$ cat src/rtl/core/rrt_pkg.sv
// Package: types and constants of the route table.
package rrt_pkg;

   localparam int SlotCountDefault = 256;
   localparam int MaxPathsDefault  = 16;
   localparam int ResultCap        = 16;

   localparam logic [16:0] OneQ16 = 17'd65536;

   localparam logic [2:0] KIND_ADD    = 3'd0;
   localparam logic [2:0] KIND_USE    = 3'd1;
   localparam logic [2:0] KIND_REMOVE = 3'd2;
   localparam logic [2:0] KIND_GET    = 3'd3;
   localparam logic [2:0] KIND_QUERY  = 3'd4;
   localparam logic [2:0] KIND_PRUNE  = 3'd5;

   localparam logic [1:0] ST_OK   = 2'd0;
   localparam logic [1:0] ST_MISS = 2'd1;
   localparam logic [1:0] ST_FULL = 2'd2;

   localparam logic [2:0] CSR_ROUTE_LIMIT = 3'd0;
   localparam logic [2:0] CSR_PATH_LIMIT  = 3'd1;
   localparam logic [2:0] CSR_FLOOR       = 3'd2;
   localparam logic [2:0] CSR_DECAY       = 3'd3;
   localparam logic [2:0] CSR_LEARN       = 3'd4;
   localparam logic [2:0] CSR_LEARN_ON    = 3'd5;
   localparam logic [2:0] CSR_MULTI_ON    = 3'd6;

   typedef struct packed {
      logic [2:0]  kind;
      logic [31:0] src_key;
      logic [31:0] dest_id;
      logic [16:0] strength;
   } req_type;

   typedef struct packed {
      logic [1:0]  status;
      logic [31:0] found_dest;
      logic [16:0] found_strength;
      logic [8:0]  pruned_count;
      logic        last;
   } rsp_type;

   // Shared unit opcodes
   localparam logic [1:0] MUL_REINFORCE = 2'd0;
   localparam logic [1:0] MUL_DECAY     = 2'd1;

   typedef struct packed {
      logic [1:0]  op;
      logic [16:0] value;
      logic [16:0] coef;
   } mul_cmd_type;

endpackage

$ cat src/rtl/core/rrt_mul.sv
// Shared Q1.16 multiply unit for reinforcement and decay, one registered result.
module rrt_mul (
   input  logic                 clock,
   input  rrt_pkg::mul_cmd_type cmd,
   output logic [16:0]          result
);
   import rrt_pkg::*;

   logic [16:0] opnd_b;
   logic [33:0] prod;
   logic [34:0] sum;
   logic [16:0] result_in;
   logic [16:0] result_ff;

   always_comb begin
      if (cmd.op == MUL_REINFORCE) begin
         opnd_b = (cmd.value < OneQ16) ? (OneQ16 - cmd.value) : 17'd0;
      end else begin
         opnd_b = cmd.value;
      end
      prod = cmd.coef * opnd_b;
      if (cmd.op == MUL_REINFORCE) begin
         sum = {18'd0, cmd.value} + {17'd0, prod[33:16]};
      end else begin
         sum = {17'd0, prod[33:16]};
      end
      result_in = (sum > {18'd0, OneQ16}) ? OneQ16 : sum[16:0];
   end

   always_ff @(posedge clock) begin
      result_ff <= result_in;
   end

   assign result = result_ff;
endmodule

$ cat config.mk
export PLATFORM = sky130hd
export DESIGN_NAME = rrt_mul
export DESIGN_NICKNAME = d
export VERILOG_FILES = /design/src/rtl/core/rrt_pkg.sv /design/src/rtl/core/rrt_mul.sv
export SDC_FILE = /design/constraint.sdc
export NUM_CORES = 1
export LEC_CHECK = 0
export ABC_AREA = 1
export BUFFER_PORTS_ARGS = -buffer_cell sky130_fd_sc_hd__buf_2
export CORE_ASPECT_RATIO = 0.7
export CORE_MARGIN = 5
export CORE_UTILIZATION = 55
export DETAILED_ROUTE_END_ITERATION = 6
export GPL_TIMING_DRIVEN = 0
export MAX_ROUTING_LAYER = met4
export PLACE_DENSITY_LB_ADDON = 0.25
export SYNTH_ARGS = -nofsm -noshare
export SYNTH_HDL_FRONTEND = slang
export SYNTH_SLANG_ARGS = --single-unit
$ cat constraint.sdc
create_clock -name clock -period 13.5 [get_ports clock]
set_input_delay 2.7 -clock clock [delete_from_list [all_inputs] [get_ports clock]]
set_output_delay 2.7 -clock clock [all_outputs]
set_load 0.05 [all_outputs]
* Word-level counts from Yosys, hierarchy flattened
Cells that the tools add are included.
** Storage, ports and cells
- Register bits :: 17
- Latch bits :: 0
- RAM bits :: 0
- Memory bits (read-only) :: 0
- Output and inout bits :: 17
- Logic and storage cells :: 10
- Memories :: 0
** Operators by class
- Add/subtract/negate cells :: 2
- Multiply operators :: 1
- Divide/modulo/power cells :: 0
- $lt $le $gt $ge :: 2
- Eq/ne operators :: 0
- Shift operators :: 0
- Mux-type cells :: 3
- Bitwise operators :: 0
- Reductions and logical operators :: 1
** Operator list (count)
- 35-bit by 17-bit greater-than comparator with 1-bit output (second input constant) :: 1
- 17-bit by 17-bit multiplier with 34-bit output :: 1
- 17-bit 2-to-1 mux :: 2
- 17-bit by 18-bit adder with 19-bit output :: 1
- 19-bit 2-to-1 mux :: 1
- 17-bit less-than comparator (second input constant) :: 1
- 17-bit subtractor (first input constant) :: 1
- 2-bit zero test :: 1

* Logic depth before layout (Yosys ltp)
- Word-level depth :: 7
- Gate-level depth with buffers :: 55
- Gate-level depth less buffers :: 52

* Least setup slack after synthesis
Ideal clock, no wire load.
- Path type :: input to register
- From :: input port cmd[18] (netlist name)
- To :: register result_ff[6], in the netlist result[6]
- Data arrival time :: 10.898 ns
- Data required time :: 13.434 ns
- Slack :: 2.536 ns
- Cell stages on the path :: 53
- Cells stage by stage :: inv_1 ha_1 nand2_1 nor4_2 nand2_1 or3_1 nor3_1 ha_1 o21ai_4 inv_2 buf_6 nor2_8 inv_2 buf_6 nor2_2 fa_1 inv_1 fa_1 [... 17 more ...] inv_1 fa_1 inv_1 nand3_1 nand2_1 nand2_1 nand2_1 nand2_1 nand2_1 a21oi_1 o21ai_0 nand2_1 inv_2 nand2_1 nor2_4 nand4_4 buf_6 a21oi_2
** Between the ends
- Longest elaborated chain between the ends :: 7
- Elaborated cells on any way between the ends :: 8
- Classes of those cells :: add/sub (2); mul (1); order compare (2); mux (3)
** Ends and longest elaborated chain
- from (decl) :: line rrt_mul.sv:4 : input rrt_pkg::mul_cmd_type cmd,
- 17-bit subtractor / 17-bit less-than comparator (equally long branches) :: line rrt_mul.sv:17 : opnd_b = (cmd.value < OneQ16) ? (OneQ16 - cmd.value) : 17'd0;
- 17-bit 2-to-1 mux :: line rrt_mul.sv:17
- 17-bit 2-to-1 mux :: line rrt_mul.sv:16 : if (cmd.op == MUL_REINFORCE) begin
- 17-bit by 17-bit multiplier with 34-bit output :: line rrt_mul.sv:21 : prod = cmd.coef * opnd_b;
- 17-bit by 18-bit adder with 19-bit output :: line rrt_mul.sv:23 : sum = {18'd0, cmd.value} + {17'd0, prod[33:16]};
- 19-bit 2-to-1 mux (*) :: line rrt_mul.sv:22 : if (cmd.op == MUL_REINFORCE) begin
- 35-bit by 17-bit greater-than comparator with 1-bit output :: line rrt_mul.sv:27 : result_in = (sum > {18'd0, OneQ16}) ? OneQ16 : sum[16:0];
- to (signal assigned) :: line rrt_mul.sv:31 : result_ff <= result_in;
- to (decl) :: line rrt_mul.sv:13 : logic [16:0] result_ff;
Every way passes the cells marked *; elsewhere a longest branch is shown, timed or not.
A chain may end at the register's enable or synchronous reset.

* Final worst setup path
- From :: input port cmd[18] (netlist name)
- To :: register result_ff[7], in the netlist result[7]
Same word-level chain as after synthesis.

==> flow_summary.toml <==
[run_status]
run_status = "completed"

[sta]
fmax_mhz = 76.7
slew-limit-headroom_pct = 42.6
hold_viol_final = 0
slew_violations = 0
period_share_pct = 96.6
tightest_slew_ns = 0.861
setup_violations = 0
period_minus_slack_ns = 13.04

[floorplan]
core-area_um2 = 22600
rows = 46
dieHeight_um = 137
fp.dieW_um = 191
ios = 54
start_util_pct = 55.7
dieArea_um2 = 26100

[place]
hpwl_mm = 34.9
place_congestion = 1.04
dp.cells = 2132
port_buffers = 49

[critical_path]
path_max_fanout = 10
worstSetupPathType = "primary input to flop"
cp_common_cell = "inv_1"
critPathCaptureType = "flop"
crit_required_ns = 13.64
critPathMaxStageDelay_ns = 0.59
critPathArrivalTime_ns = 13.18
start_kind = "primary input"
cp_slowest_cell = "fa_1"

[clocking]
clkTransAtPathRegs_ns = 0.05
cts_setup_buffers = 0
postCtsHoldBufs = 0
cts_tree = "built"
ctsResizeCount = 0
numCtsBuffers = 3
cts_buffer_depth = 2
clock-root-buffer = "clkbuf_16"
htreeDepth = 1
clock-sinks = 17

[layout]
final_nets = 2211
largest_reg_flops = 17
drive_gt1_share_pct = 10.8
area_delta_synth_final_pct = 5.81
instances_no_fill = 2136
diodes = 0

[grt]
grt_pass1_wl_mm = 62.3
grt_usage_pct = 32.4
grt_start_max_net_pins = 11
grt_overflow = 0
antenna_found_initial = 0
grt_pass1_vias = 11100

[logic_synthesis]
synthFlopType = "dfxtp_1"
syn-cell-area_um2 = 12600
yosys-top-cells-count = "nand2_1 (459), inv_1 (438), fa_1 (223)"
synthCells = 1771
synth_edf_count = 0
avgSynthCellArea_um2 = 7.12
seq_area_frac_synth_pct = 2.70
ys_types = 50
synth_top_area_share_pct = 35.4
synthMostInstantiatedCell = "nand2_1"
yosysTopAreaCell = "fa_1"
synth_area_leaders = "fa_1 (35%), nand2_1 (14%), inv_1 (13%), ha_1 (13%), nor2_1 (4.3%)"
async_flop_share_pct = 0
ys_warn_count = 0
synth-seq-cells = 17
synthesis.nets = 2157

[run]
maxCapViolCount = 0

[routing]
vias = 11300
wirelength_mm = 39.5
viasPerCell = 5.28
drcViolationCount = 0
wl_per_cell_um = 18.5
drt_iter0_drc = 1139
final_antenna_net_count = 0
firstDrtPassIters = 6

[min_path]
hold_class = "primary input to flop"
==> kinds of logic after synthesis <==
kind of cell | share of synthesized area, %
buf+inv | 15.8
compound gates | 4.55
xor+xnor | 1.45
flops | 2.70
fa+ha+maj | 47.9
simple gates | 27.6
==> final cells by class <==
class | count | area, um2
well taps | 312 | 390
clock inverters | 1 | 5.00
repair buffers | 49 | 245
flip-flops and latches | 17 | 340
plain buffers | 39 | 234
clock buffers | 3 | 75.1
inverters | 466 | 1750
multi-input cells | 1249 | 10300
fillers | 2187 | 9280
==> final timing paths <==
kind,cells past startpoint,start,endpoint
worst max-delay path,50,cmd[18],result[7]
worst min-delay path,6,cmd[35],result[14]
==> placed cells by master, fill, tap and decap left out, types with 5 or more instances in the layout <==
cell type	count
inv_1	438
nand2_1	459
and2_1	15
nand3_1	59
buf_2	57
ha_1	126
nor3_1	5
nor2_1	145
inv_2	20
nand3b_1	7
xor2_1	9
xnor2_1	10
nor2_2	39
fa_1	223
nand4_1	10
dfxtp_1	17
clkbuf_1	14
nor2_4	9
a21oi_1	44
o21ai_0	16
buf_4	7
a21oi_2	11
nand2_2	21
clkinv_1	6
==> routing by layer <==
metal | track usage [%] | routed length (um) | vias to the layer above
li1 | - | - | 5283
met1 | 49.9 | 18600 | 5384
met2 | 40.2 | 14200 | 563
met3 | 13.0 | 5950 | 58
met4 | 4.94 | 724 | 0
met5 | - | 0 | -
==> critical path, delay by kind of cell <==
kind | cells | cell delay [ns]
fa+ha+maj | 11 | 4.78
buf+inv | 15 | 1.91
compound gates | 6 | 0.99
simple gates | 18 | 2.72
==> per-stage QoR <==
step | setup WS (ns) | setup TNS, ns | util, % | instance area (um2) | hold WS [ns]
floorplan | 2.54 | 0 | - | 12600 | 3.01
global placement | 0.435 | 0 | 58.6 | 13200 | 3.17
detailed placement | 0.359 | 0 | 58.6 | 13200 | 3.17
CTS | 0.559 | 0 | 58.9 | 13300 | 2.96
global route | -0.0333 | -0.179 | 59.0 | 13300 | 2.98
finish | 0.464 | 0 | 59.0 | 13300 | 2.97
Power is not shown: default switching activity piles up to over one toggle a cycle in this logic, so the estimate is an artifact.
